File: src/rtl/core/rcsv_pkg.sv
// Package for the character sign-and-verify block.
// Holds default sizes, register indexes, reset values and state types.
// No dependencies.
package rcsv_pkg;

	// Default operand sizes.
	localparam int MOD_BITS_DEF = 16;
	localparam int EXP_BITS_DEF = 16;

	// Fixed field widths.
	localparam int CODE_W    = 7;
	localparam int REC_W     = 8;
	localparam int CFG_IDX_W = 2;

	// Offset between a character code and its signed base.
	localparam logic [REC_W-1:0] BASE_OFFSET = 8'd96;

	// Register reset values, cut to the register width at the point of use.
	localparam logic [31:0] MODULUS_RST  = 32'd3233;
	localparam logic [31:0] PRIV_EXP_RST = 32'd2753;
	localparam logic [31:0] PUB_EXP_RST  = 32'd17;

	// Configuration register indexes.
	localparam logic [CFG_IDX_W-1:0] REG_MODULUS  = 2'd0;
	localparam logic [CFG_IDX_W-1:0] REG_PRIV_EXP = 2'd1;
	localparam logic [CFG_IDX_W-1:0] REG_PUB_EXP  = 2'd2;

	// Exponentiation sequencer states.
	typedef enum logic [2:0] {
		EXP_IDLE,
		EXP_REDUCE_GO,
		EXP_REDUCE_WAIT,
		EXP_CHECK,
		EXP_MUL_GO,
		EXP_MUL_WAIT,
		EXP_SQR_GO,
		EXP_SQR_WAIT
	} exp_state_t;

	// Top-level phase of one item.
	typedef enum logic [1:0] {
		TOP_IDLE,
		TOP_SIGN,
		TOP_VERIFY
	} top_state_t;

endpackage

File: src/rtl/core/rsa_char_sign_verify.sv
// Top level of the character sign-and-verify block.
// Holds the key registers and the sign/verify phase control; uses rcsv_pkg,
// rcsv_modexp and rcsv_modmul.
//
// Usage:
//   Raise start with char_code while busy is low; the item is taken at that
//   edge and busy stays high until the result is given. The result is held on
//   signature, recovered_code and verified until the next result, marked by
//   done for exactly one cycle. The receiver cannot stall; it must take the
//   result in that cycle. Keys are written over the cfg_valid/cfg_ready
//   channel (cfg_index 0 is the modulus, 1 the private exponent, 2 the public
//   exponent); the user must write them only while idle, which the block
//   itself does not enforce. cfg_ready is always high and other indexes are
//   ignored.
//   Each modular multiply runs on the single shared bit-serial multiplier; an
//   exponentiation with a zero exponent uses none. done is registered after
//   the verify exponentiation, which follows the sign exponentiation. busy
//   falls in the done cycle, so the next item can be taken at the edge that
//   ends it.
//   Reset: arst_n clears control and loads the default keys; no item is
//   pending afterwards.
module rsa_char_sign_verify import rcsv_pkg::*; #(
	parameter int MOD_BITS = MOD_BITS_DEF,
	parameter int EXP_BITS = EXP_BITS_DEF,
	parameter int CFG_W    = (MOD_BITS > EXP_BITS) ? MOD_BITS : EXP_BITS
) (
	input  logic                       clk,
	input  logic                       arst_n,
	input  logic                       start,
	output logic                       busy,
	input  logic [CODE_W-1:0]          char_code,
	output logic                       done,
	output logic signed [MOD_BITS:0]   signature,
	output logic [REC_W-1:0]           recovered_code,
	output logic                       verified,
	input  logic                       cfg_valid,
	output logic                       cfg_ready,
	input  logic [CFG_IDX_W-1:0]       cfg_index,
	input  logic [CFG_W-1:0]           cfg_wdata
);

	top_state_t          state_q;
	top_state_t          state_nxt;

	logic [MOD_BITS-1:0] mod_q;
	logic [EXP_BITS-1:0] priv_q;
	logic [EXP_BITS-1:0] pub_q;
	logic [MOD_BITS:0]   n_eff;

	logic [CODE_W-1:0]   code_q;
	logic [MOD_BITS-1:0] sig_mag_q;
	logic                sig_neg_q;
	logic                done_q;
	logic [MOD_BITS:0]   signature_q;
	logic [REC_W-1:0]    rec_q;
	logic                verified_q;

	logic signed [REC_W-1:0] base_in;
	logic [CODE_W-1:0]   base_mag;
	logic                base_neg_q;

	logic                ex_start;
	logic [MOD_BITS-1:0] ex_mag;
	logic [EXP_BITS-1:0] ex_exp;
	logic                ex_done;
	logic [MOD_BITS-1:0] ex_res;

	logic                ver_neg;
	logic [MOD_BITS:0]   ver_val;
	logic [REC_W-1:0]    rec_val;

	rcsv_modexp #(
		.MOD_BITS (MOD_BITS),
		.EXP_BITS (EXP_BITS)
	) u_modexp (
		.clk      (clk),
		.arst_n   (arst_n),
		.start    (ex_start),
		.base_mag (ex_mag),
		.exponent (ex_exp),
		.modulus  (n_eff),
		.done     (ex_done),
		.residue  (ex_res)
	);

	// Key registers; a zero modulus stands for two to the MOD_BITS.
	always_ff @(posedge clk or negedge arst_n) begin
		if (!arst_n) begin
			mod_q  <= MODULUS_RST[MOD_BITS-1:0];
			priv_q <= PRIV_EXP_RST[EXP_BITS-1:0];
			pub_q  <= PUB_EXP_RST[EXP_BITS-1:0];
		end else if (cfg_valid && cfg_ready) begin
			unique case (cfg_index)
				REG_MODULUS:  mod_q  <= cfg_wdata[MOD_BITS-1:0];
				REG_PRIV_EXP: priv_q <= cfg_wdata[EXP_BITS-1:0];
				REG_PUB_EXP:  pub_q  <= cfg_wdata[EXP_BITS-1:0];
				default: begin
				end
			endcase
		end
	end

	assign cfg_ready = 1'b1;
	assign n_eff     = (mod_q == '0) ? {1'b1, {MOD_BITS{1'b0}}} : {1'b0, mod_q};

	// Signed base of the incoming character and its magnitude.
	always_comb begin
		base_in  = $signed({1'b0, char_code}) - $signed(BASE_OFFSET);
		base_mag = base_in[REC_W-1] ? CODE_W'(-base_in) : CODE_W'(base_in);
	end

	// Next phase.
	always_comb begin
		state_nxt = state_q;
		unique case (state_q)
			TOP_IDLE: begin
				if (start) begin
					state_nxt = TOP_SIGN;
				end
			end
			TOP_SIGN: begin
				if (ex_done) begin
					state_nxt = TOP_VERIFY;
				end
			end
			TOP_VERIFY: begin
				if (ex_done) begin
					state_nxt = TOP_IDLE;
				end
			end
			default: state_nxt = TOP_IDLE;
		endcase
	end

	// Exponentiation requests: sign with the input base, verify with the signature.
	always_comb begin
		ex_start = 1'b0;
		ex_mag   = MOD_BITS'(base_mag);
		ex_exp   = priv_q;
		unique case (state_q)
			TOP_IDLE: begin
				ex_start = start;
			end
			TOP_SIGN: begin
				ex_start = ex_done;
				ex_mag   = ex_res;
				ex_exp   = pub_q;
			end
			default: begin
				ex_start = 1'b0;
			end
		endcase
	end

	// Verify result: restore the sign, add the offset back, compare.
	always_comb begin
		ver_neg = sig_neg_q && pub_q[0] && (ex_res != '0);
		ver_val = ver_neg ? -{1'b0, ex_res} : {1'b0, ex_res};
		rec_val = ver_val[REC_W-1:0] + BASE_OFFSET;
	end

	always_ff @(posedge clk or negedge arst_n) begin
		if (!arst_n) begin
			state_q <= TOP_IDLE;
			done_q  <= 1'b0;
		end else begin
			state_q <= state_nxt;
			done_q  <= (state_q == TOP_VERIFY) && ex_done;
		end
	end

	// Item data and result registers.
	always_ff @(posedge clk) begin
		if ((state_q == TOP_IDLE) && start) begin
			code_q     <= char_code;
			base_neg_q <= base_in[REC_W-1];
		end
		if ((state_q == TOP_SIGN) && ex_done) begin
			sig_mag_q <= ex_res;
			sig_neg_q <= base_neg_q && priv_q[0] && (ex_res != '0);
		end
		if ((state_q == TOP_VERIFY) && ex_done) begin
			signature_q <= sig_neg_q ? -{1'b0, sig_mag_q} : {1'b0, sig_mag_q};
			rec_q       <= rec_val;
			verified_q  <= (rec_val == {1'b0, code_q});
		end
	end

	assign busy           = (state_q != TOP_IDLE);
	assign done           = done_q;
	assign signature      = $signed(signature_q);
	assign recovered_code = rec_q;
	assign verified       = verified_q;

endmodule

File: src/rtl/core/rcsv_modmul.sv
// Bit-serial modular multiplier: product = (op_a * op_b) mod modulus.
// One bit of op_b per cycle, most significant first. Uses rcsv_pkg.
module rcsv_modmul import rcsv_pkg::*; #(
	parameter int MOD_BITS = MOD_BITS_DEF
) (
	input  logic                clk,
	input  logic                arst_n,
	input  logic                start,
	input  logic [MOD_BITS-1:0] op_a,
	input  logic [MOD_BITS-1:0] op_b,
	input  logic [MOD_BITS:0]   modulus,
	output logic                done,
	output logic [MOD_BITS-1:0] product
);

	localparam int CNT_W = $clog2(MOD_BITS);
	localparam int T_W   = MOD_BITS + 2;

	logic                busy_q;
	logic                done_q;
	logic [CNT_W-1:0]    cnt_q;
	logic [MOD_BITS-1:0] a_q;
	logic [MOD_BITS-1:0] b_q;
	logic [MOD_BITS-1:0] r_q;

	logic [T_W-1:0]      t_sum;
	logic [T_W-1:0]      n_one;
	logic [T_W-1:0]      n_two;
	logic [T_W-1:0]      t_red;

	// Double the partial residue, add the multiplicand when the bit is set,
	// then bring the sum below the modulus. The sum stays under three times it.
	always_comb begin
		n_one = {1'b0, modulus};
		n_two = {modulus, 1'b0};
		t_sum = {1'b0, r_q, 1'b0} + (b_q[MOD_BITS-1] ? {2'b00, a_q} : {T_W{1'b0}});
		if (t_sum >= n_two) begin
			t_red = t_sum - n_two;
		end else if (t_sum >= n_one) begin
			t_red = t_sum - n_one;
		end else begin
			t_red = t_sum;
		end
	end

	// Step control.
	always_ff @(posedge clk or negedge arst_n) begin
		if (!arst_n) begin
			busy_q <= 1'b0;
			done_q <= 1'b0;
			cnt_q  <= '0;
		end else begin
			done_q <= 1'b0;
			if (start && !busy_q) begin
				busy_q <= 1'b1;
				cnt_q  <= CNT_W'(MOD_BITS - 1);
			end else if (busy_q) begin
				if (cnt_q == '0) begin
					busy_q <= 1'b0;
					done_q <= 1'b1;
				end else begin
					cnt_q <= cnt_q - 1'b1;
				end
			end
		end
	end

	// Operand and residue registers.
	always_ff @(posedge clk) begin
		if (start && !busy_q) begin
			a_q <= op_a;
			b_q <= op_b;
			r_q <= '0;
		end else if (busy_q) begin
			b_q <= {b_q[MOD_BITS-2:0], 1'b0};
			r_q <= t_red[MOD_BITS-1:0];
		end
	end

	assign done    = done_q;
	assign product = r_q;

endmodule

File: src/rtl/core/rcsv_modexp.sv
// Square-and-multiply sequencer: residue = base_mag^exponent mod modulus.
// Drives one shared rcsv_modmul. Uses rcsv_pkg.
module rcsv_modexp import rcsv_pkg::*; #(
	parameter int MOD_BITS = MOD_BITS_DEF,
	parameter int EXP_BITS = EXP_BITS_DEF
) (
	input  logic                clk,
	input  logic                arst_n,
	input  logic                start,
	input  logic [MOD_BITS-1:0] base_mag,
	input  logic [EXP_BITS-1:0] exponent,
	input  logic [MOD_BITS:0]   modulus,
	output logic                done,
	output logic [MOD_BITS-1:0] residue
);

	exp_state_t          state_q;
	exp_state_t          state_nxt;
	logic                done_q;
	logic [EXP_BITS-1:0] e_q;
	logic [MOD_BITS-1:0] mag_q;
	logic [MOD_BITS-1:0] acc_q;
	logic [MOD_BITS-1:0] sq_q;

	logic                mm_start;
	logic [MOD_BITS-1:0] mm_a;
	logic [MOD_BITS-1:0] mm_b;
	logic                mm_done;
	logic [MOD_BITS-1:0] mm_prod;

	rcsv_modmul #(
		.MOD_BITS (MOD_BITS)
	) u_modmul (
		.clk     (clk),
		.arst_n  (arst_n),
		.start   (mm_start),
		.op_a    (mm_a),
		.op_b    (mm_b),
		.modulus (modulus),
		.done    (mm_done),
		.product (mm_prod)
	);

	// Next state.
	always_comb begin
		state_nxt = state_q;
		unique case (state_q)
			EXP_IDLE: begin
				if (start) begin
					state_nxt = (exponent == '0) ? EXP_IDLE : EXP_REDUCE_GO;
				end
			end
			EXP_REDUCE_GO: state_nxt = EXP_REDUCE_WAIT;
			EXP_REDUCE_WAIT: begin
				if (mm_done) begin
					state_nxt = EXP_CHECK;
				end
			end
			EXP_CHECK: begin
				if (e_q == '0) begin
					state_nxt = EXP_IDLE;
				end else if (e_q[0]) begin
					state_nxt = EXP_MUL_GO;
				end else begin
					state_nxt = EXP_SQR_GO;
				end
			end
			EXP_MUL_GO: state_nxt = EXP_MUL_WAIT;
			EXP_MUL_WAIT: begin
				if (mm_done) begin
					state_nxt = EXP_SQR_GO;
				end
			end
			EXP_SQR_GO: state_nxt = EXP_SQR_WAIT;
			EXP_SQR_WAIT: begin
				if (mm_done) begin
					state_nxt = EXP_CHECK;
				end
			end
			default: state_nxt = EXP_IDLE;
		endcase
	end

	// Multiplier requests: reduce the base first, then multiply or square.
	always_comb begin
		mm_start = 1'b0;
		mm_a     = sq_q;
		mm_b     = sq_q;
		unique case (state_q)
			EXP_REDUCE_GO: begin
				mm_start = 1'b1;
				mm_a     = MOD_BITS'(1);
				mm_b     = mag_q;
			end
			EXP_MUL_GO: begin
				mm_start = 1'b1;
				mm_a     = acc_q;
			end
			EXP_SQR_GO: begin
				mm_start = 1'b1;
			end
			default: begin
				mm_start = 1'b0;
			end
		endcase
	end

	always_ff @(posedge clk or negedge arst_n) begin
		if (!arst_n) begin
			state_q <= EXP_IDLE;
			done_q  <= 1'b0;
		end else begin
			state_q <= state_nxt;
			done_q  <= ((state_q == EXP_IDLE) && start && (exponent == '0)) ||
			           ((state_q == EXP_CHECK) && (e_q == '0));
		end
	end

	// Working registers. A zero exponent gives 1 without any reduction.
	always_ff @(posedge clk) begin
		if ((state_q == EXP_IDLE) && start) begin
			e_q   <= exponent;
			mag_q <= base_mag;
			if ((exponent == '0) || (modulus != (MOD_BITS + 1)'(1))) begin
				acc_q <= MOD_BITS'(1);
			end else begin
				acc_q <= '0;
			end
		end else if (mm_done) begin
			if (state_q == EXP_REDUCE_WAIT) begin
				sq_q <= mm_prod;
			end else if (state_q == EXP_MUL_WAIT) begin
				acc_q <= mm_prod;
			end else if (state_q == EXP_SQR_WAIT) begin
				sq_q <= mm_prod;
				e_q  <= e_q >> 1;
			end
		end
	end

	assign done    = done_q;
	assign residue = acc_q;

endmodule

File: config.mk
export PLATFORM = sky130hd
export DESIGN_NAME = rsa_char_sign_verify
export DESIGN_NICKNAME = d
export VERILOG_FILES = /design/src/rtl/core/rcsv_pkg.sv /design/src/rtl/core/rsa_char_sign_verify.sv /design/src/rtl/core/rcsv_modmul.sv /design/src/rtl/core/rcsv_modexp.sv
export SDC_FILE = /design/constraint.sdc
export NUM_CORES = 1
export LEC_CHECK = 0
export BUFFER_PORTS_ARGS = -buffer_cell sky130_fd_sc_hd__buf_2
export CAP_MARGIN = 30
export CORE_UTILIZATION = 40
export DETAILED_ROUTE_END_ITERATION = 10
export SYNTH_ARGS = -nofsm -noshare
export SYNTH_HDL_FRONTEND = slang
export SYNTH_SLANG_ARGS = --single-unit
File: constraint.sdc
create_clock -name clk -period 9.55 [get_ports clk]
set_input_delay 1.4325 -clock clk [delete_from_list [all_inputs] [get_ports clk]]
set_output_delay 1.4325 -clock clk [all_outputs]
set_load 0.1 [all_outputs]
==> results.txt <==
----------------------------------------------------
[STA]
  Post-layout min period ... about 5.1 ns
  Relative slew margins ... between 40% and 50%
  Worst Clk Skew ... 0.0145 ns
  RSZ-0062 raised after global routing ... false
  Final setup violation count ... 0
  Setup tns final ... 0 ns
  Final worst slack ... approximately 4.4 ns
  Fin crit share ... between 50 and 60%
  Fmax ... 0.196 GHz
  Final Hold Viols ... 0
  Max Transition Viols Final ... 0
  Actual slew at the worst max-slew pin ... about 0.86 ns

[Power and ir drop]
  Highest ir drop seen on vdd ... between 0.1 and 0.15 mV
  Reg power frac ... 46.8%
  Pleak ... ~0.0052 uW
  Pwr Total ... 2360 uW
  Pwr per Cell Area ... ~170 nW/um^2
  Total internal power ... roughly 1800 uW
  Switching fraction of total power ... about a quarter
  Power dissipated by switching net loads ... 592 uW
  Combinational power share ... around a tenth
  Relative contribution of the clock network to total power ... between 40% and 50%

[Global routing]
  Antenna violations before repair ... 0
  Vias in the first global route ... between 8,000 and 9,000
  Wire length of the first global-routing pass ... around 47 mm
  Global-route usage over all layers ... between 10% and 20%
  Maximum number of pins on one net before global-route repair ... 66
  GRT overflow ... 0

[Die]
  Top-level port count ... 58
  Die boundary width ... 176 um
  Starting utilization of the core area ... between 40% and 50%
  Count of standard-cell rows ... 63
  Area of the core ... about 30,000 sq um
  Die area ... 31,000 sq um
  Die Span Y ... about 180 um

[Worst setup path]
  Worst reg2reg path endpoint ... u_modexp.u_modmul.product[9]$_SDFFE_PP0P_
  Critical R2R Launch ... u_modexp.u_modmul.b_q[15]$_DFFE_PP_
  Required time worst endpoint ... about 10 ns
  Max Fanout on Critical Path ... 17
  Setup slack, reg-to-reg ... approximately 4.4 ns
  CP Launch Type ... register
  Kind of end point of the critical path ... register
  R2R depth ... 17
  Critical Setup Path Class ... reg2reg
  Worst Path Arrival ... between 5 and 6 ns

[Synth]
  Yosys reg bits ... 224
  Number of enable flip-flop cells after synthesis ... approximately 150
  Avg Inst Size Synth ... roughly 11 sq um
  Main synth FF type ... sky130_fd_sc_hd__edfxtp_1
  Synth area leaders ... sky130_fd_sc_hd__edfxtp_1, sky130_fd_sc_hd__dfrtp_1, sky130_fd_sc_hd__ha_1
  Area share of the largest cell type after synthesis ... 36.5%
  Cell area after technology mapping ... 12,100 sq um
  Syn Nets ... roughly 1,200
  Number of warnings reported in the yosys synthesis log ... 0
  Number of distinct standard cells referenced by the synthesized netlist ... 75
  Library cell with the largest summed area after synthesis ... sky130_fd_sc_hd__edfxtp_1
  Async set-reset flop share out of synthesis ... approximately 27%
  Post-synthesis sequential area ratio ... between 50 and 60%
  Number of instances in the synthesized netlist ... around 1,200

[CTS]
  Post-CTS Setup Inserts ... 0
  Number of buffers on the longest clock path ... 3
  Number of levels in the clock H-tree ... 1
  Source-to-sink clock delay at the later pin of the worst-skew pair ... about 0.55 ns
  Clock Root Buffer ... sky130_fd_sc_hd__clkbuf_16
  Register clock-pin slew on the reported worst setup and hold paths ... 0.06 ns
  CTS sink cnt ... 224
  Hold-fix buffer count after cts ... 0
  CTS tree ... built
  Number of CTS-inserted buffers ... 27
  # resized after CTS ... 0

[Placement]
  GP Congestion ... ~0.86
  Worst slack at placement ... ~4.5 ns
  Placed insts ... roughly 1,600
  Half-perimeter wire length after placement ... roughly 21 mm
  Count of input and output buffers ... 56

[Final layout]
  Area growth from synthesis to layout ... 13.5%
  Final Util ... a little under half
  # fillers ... about 2,800
  Layout cell share with drive strength beyond 1 ... between 10% and 20%
  Filler-free cell count of the finished design ... between 1,500 and 2,000
  Number of diodes ... 0
  Fin nets ... 1,290

[Hold path]
  Endpoint of the worst hold path ... state_q[0]$_DFFE_PN0P_
  Worst min-delay path category ... reg2reg
  Hold Path Stages ... 1
  Worst min-delay path startpoint ... u_modexp.done$_DFF_PN0_

[Route]
  Via count of the routed design ... 8,884
  Detail Route Antenna Nets ... 0
  Remaining design rule violation count ... 0
  Wirelength per Cell ... 18.0 um
  Drt first pass iters ... 5
  DRC violation total after the first TritonRoute iteration ... ~700
  Via density per instance ... approximately 5.5
  Final WL ... 29.0 mm

[Outcome]
  Status ... complete, no violations

[Run]
  Number of max-cap violations ... 0

----------------------------------------------------
## power by group through the flow
stage	Combinational (uW)	Sequential, uW	Clock [uW]
finish	239	1100	1020
global route	263	1110	1070
CTS	237	1100	1040
detailed placement	235	1120	0
global placement	232	1120	0
floorplan	170	1110	0
## state kept, by name, indices dropped and copies added, names as in the netlist
name and count:
base_neg_q 1, u_modexp.residue 16, mod_q 16, sig_mag_q 16, u_modexp.mag_q 16, u_modexp.done 1, recovered_code 8, done 1
u_modexp.u_modmul.b_q 16, u_modexp.sq_q 16, u_modexp.u_modmul.product 16, u_modexp.u_modmul.busy_q 1, sig_neg_q 1, code_q 7, pub_q 16, u_modexp.e_q 16
signature 17, verified 1, u_modexp.u_modmul.cnt_q 4, u_modexp.state_q 3, priv_q 16, u_modexp.u_modmul.a_q 16, u_modexp.u_modmul.done 1, state_q 2
## cells by family after synthesis
logic type | count (synthesis) | synth area share (%)
AO/OA/AOI/OAI | 265 | 14.5
multiplexers | 40 | 3.66
other | 1 | 0.0310
XOR/XNOR | 63 | 4.56
adder cells (fa/ha/maj) | 59 | 6.29
AND/OR/NAND/NOR | 398 | 15.9
flip-flops | 224 | 51.9
buffers and inverters | 101 | 3.27
## cell usage after synthesis, types with 6 or more instances
cell and number:
sky130_fd_sc_hd__dfrtp_1 49, sky130_fd_sc_hd__mux2i_1 6, sky130_fd_sc_hd__a22oi_1 13, sky130_fd_sc_hd__nand2b_1 11, sky130_fd_sc_hd__clkbuf_1 40, sky130_fd_sc_hd__xor2_1 20, sky130_fd_sc_hd__edfxtp_1 147, sky130_fd_sc_hd__o31ai_1 8
sky130_fd_sc_hd__nand4_1 16, sky130_fd_sc_hd__xnor2_1 43, sky130_fd_sc_hd__o21ai_0 68, sky130_fd_sc_hd__nor2_1 88, sky130_fd_sc_hd__nor2b_1 21, sky130_fd_sc_hd__a211oi_1 8, sky130_fd_sc_hd__nand3_1 15, sky130_fd_sc_hd__o211ai_1 19
sky130_fd_sc_hd__o21a_1 9, sky130_fd_sc_hd__dfstp_2 12, sky130_fd_sc_hd__a21o_1 9, sky130_fd_sc_hd__nor4_1 23, sky130_fd_sc_hd__ha_1 56, sky130_fd_sc_hd__mux2_2 34, sky130_fd_sc_hd__a31oi_1 34, sky130_fd_sc_hd__and2_1 29
sky130_fd_sc_hd__or4_1 7, sky130_fd_sc_hd__nor3_1 20, sky130_fd_sc_hd__nand2_1 139, sky130_fd_sc_hd__dfxtp_1 16, sky130_fd_sc_hd__inv_1 54, sky130_fd_sc_hd__a21oi_1 48
## per-stage QoR
step / hold WS [ns] / area [sq um]
after floorplan: 0.437 / 12100
after global placement: 0.485 / 12800
after detailed placement: 0.485 / 12900
after CTS: 0.493 / 13700
after global routing: 0.516 / 13700
final: 0.486 / 13700
## layer usage
layer  track usage (%)  share of wire, %  vias up  wire length (um)
met5                 0                 0        -                 0
met4              5.94               2.7        0               779
met3              2.37               4.5       46              1300
met2              30.2                45      234             13000
met1              27.3                48     4265             13900
li1                  -                 -     4339                 -
## cell usage in the layout, fill, tap and decap left out, drive strengths merged, types with 11 or more instances in the layout
master	synthesis	routed
xor2	20	20
nor3	20	20
dfxtp	16	16
and2	29	29
o21ai	71	71
clkbuf	40	33
dfrtp	49	49
dfstp	12	12
o211ai	19	19
nand2	139	139
nand2b	11	11
inv	55	57
buf	6	68
mux2	34	34
a21oi	49	49
xnor2	43	43
nand4	16	16
nand3	16	16
ha	56	56
nor2	88	88
a22oi	13	13
edfxtp	147	147
a31oi	34	34
nor2b	21	21
nor4	23	23
## critical path, stage by stage (launching register included)
cell	delay, ns
sky130_fd_sc_hd__edfxtp_1	0.58
sky130_fd_sc_hd__nand2_1	0.20
sky130_fd_sc_hd__inv_1	0.06
sky130_fd_sc_hd__ha_1	0.29
sky130_fd_sc_hd__a211oi_1	0.36
sky130_fd_sc_hd__o21ai_0	0.23
sky130_fd_sc_hd__a21oi_1	0.34
sky130_fd_sc_hd__o31ai_1	0.19
sky130_fd_sc_hd__a311o_1	0.37
sky130_fd_sc_hd__a21oi_1	0.18
sky130_fd_sc_hd__xnor2_1	0.13
sky130_fd_sc_hd__ha_1	0.25
sky130_fd_sc_hd__nor4_1	0.37
sky130_fd_sc_hd__o31ai_1	0.15
sky130_fd_sc_hd__a311o_1	0.36
sky130_fd_sc_hd__a21oi_4	0.46
sky130_fd_sc_hd__nand3_2	0.25
sky130_fd_sc_hd__o221ai_1	0.24
## worst max-delay path by stage
stage	startpoint	slack [ns]	endpoint	cells past startpoint
after global routing	u_modexp.u_modmul.b_q[15]$_DFFE_PP_	4.01	u_modexp.u_modmul.product[5]$_SDFFE_PP0P_	19
after detailed placement	u_modexp.u_modmul.b_q[15]$_DFFE_PP_	4.50	u_modexp.u_modmul.product[9]$_SDFFE_PP0P_	17
after CTS	u_modexp.u_modmul.b_q[15]$_DFFE_PP_	4.46	u_modexp.u_modmul.product[9]$_SDFFE_PP0P_	17
after global placement	u_modexp.u_modmul.b_q[15]$_DFFE_PP_	4.72	u_modexp.u_modmul.product[2]$_SDFFE_PP0P_	19
after floorplan	u_modexp.u_modmul.b_q[15]$_DFFE_PP_	5.35	u_modexp.u_modmul.product[15]$_SDFFE_PP0P_	17
final	u_modexp.u_modmul.b_q[15]$_DFFE_PP_	4.44	u_modexp.u_modmul.product[9]$_SDFFE_PP0P_	17
## final cells by class
class	count	area [sq um]	share of cell area [%]
Clock buffer	33	729	5.31
Inverter	55	211	1.54
Sequential cell	224	6280	45.7
Multi-Input combinational cell	826	5460	39.8
Tap cell	390	488	3.55
Timing Repair Buffer	68	418	3.04
Clock inverter	16	153	1.11
No activity file was read; power rests on OpenSTA's default activity.
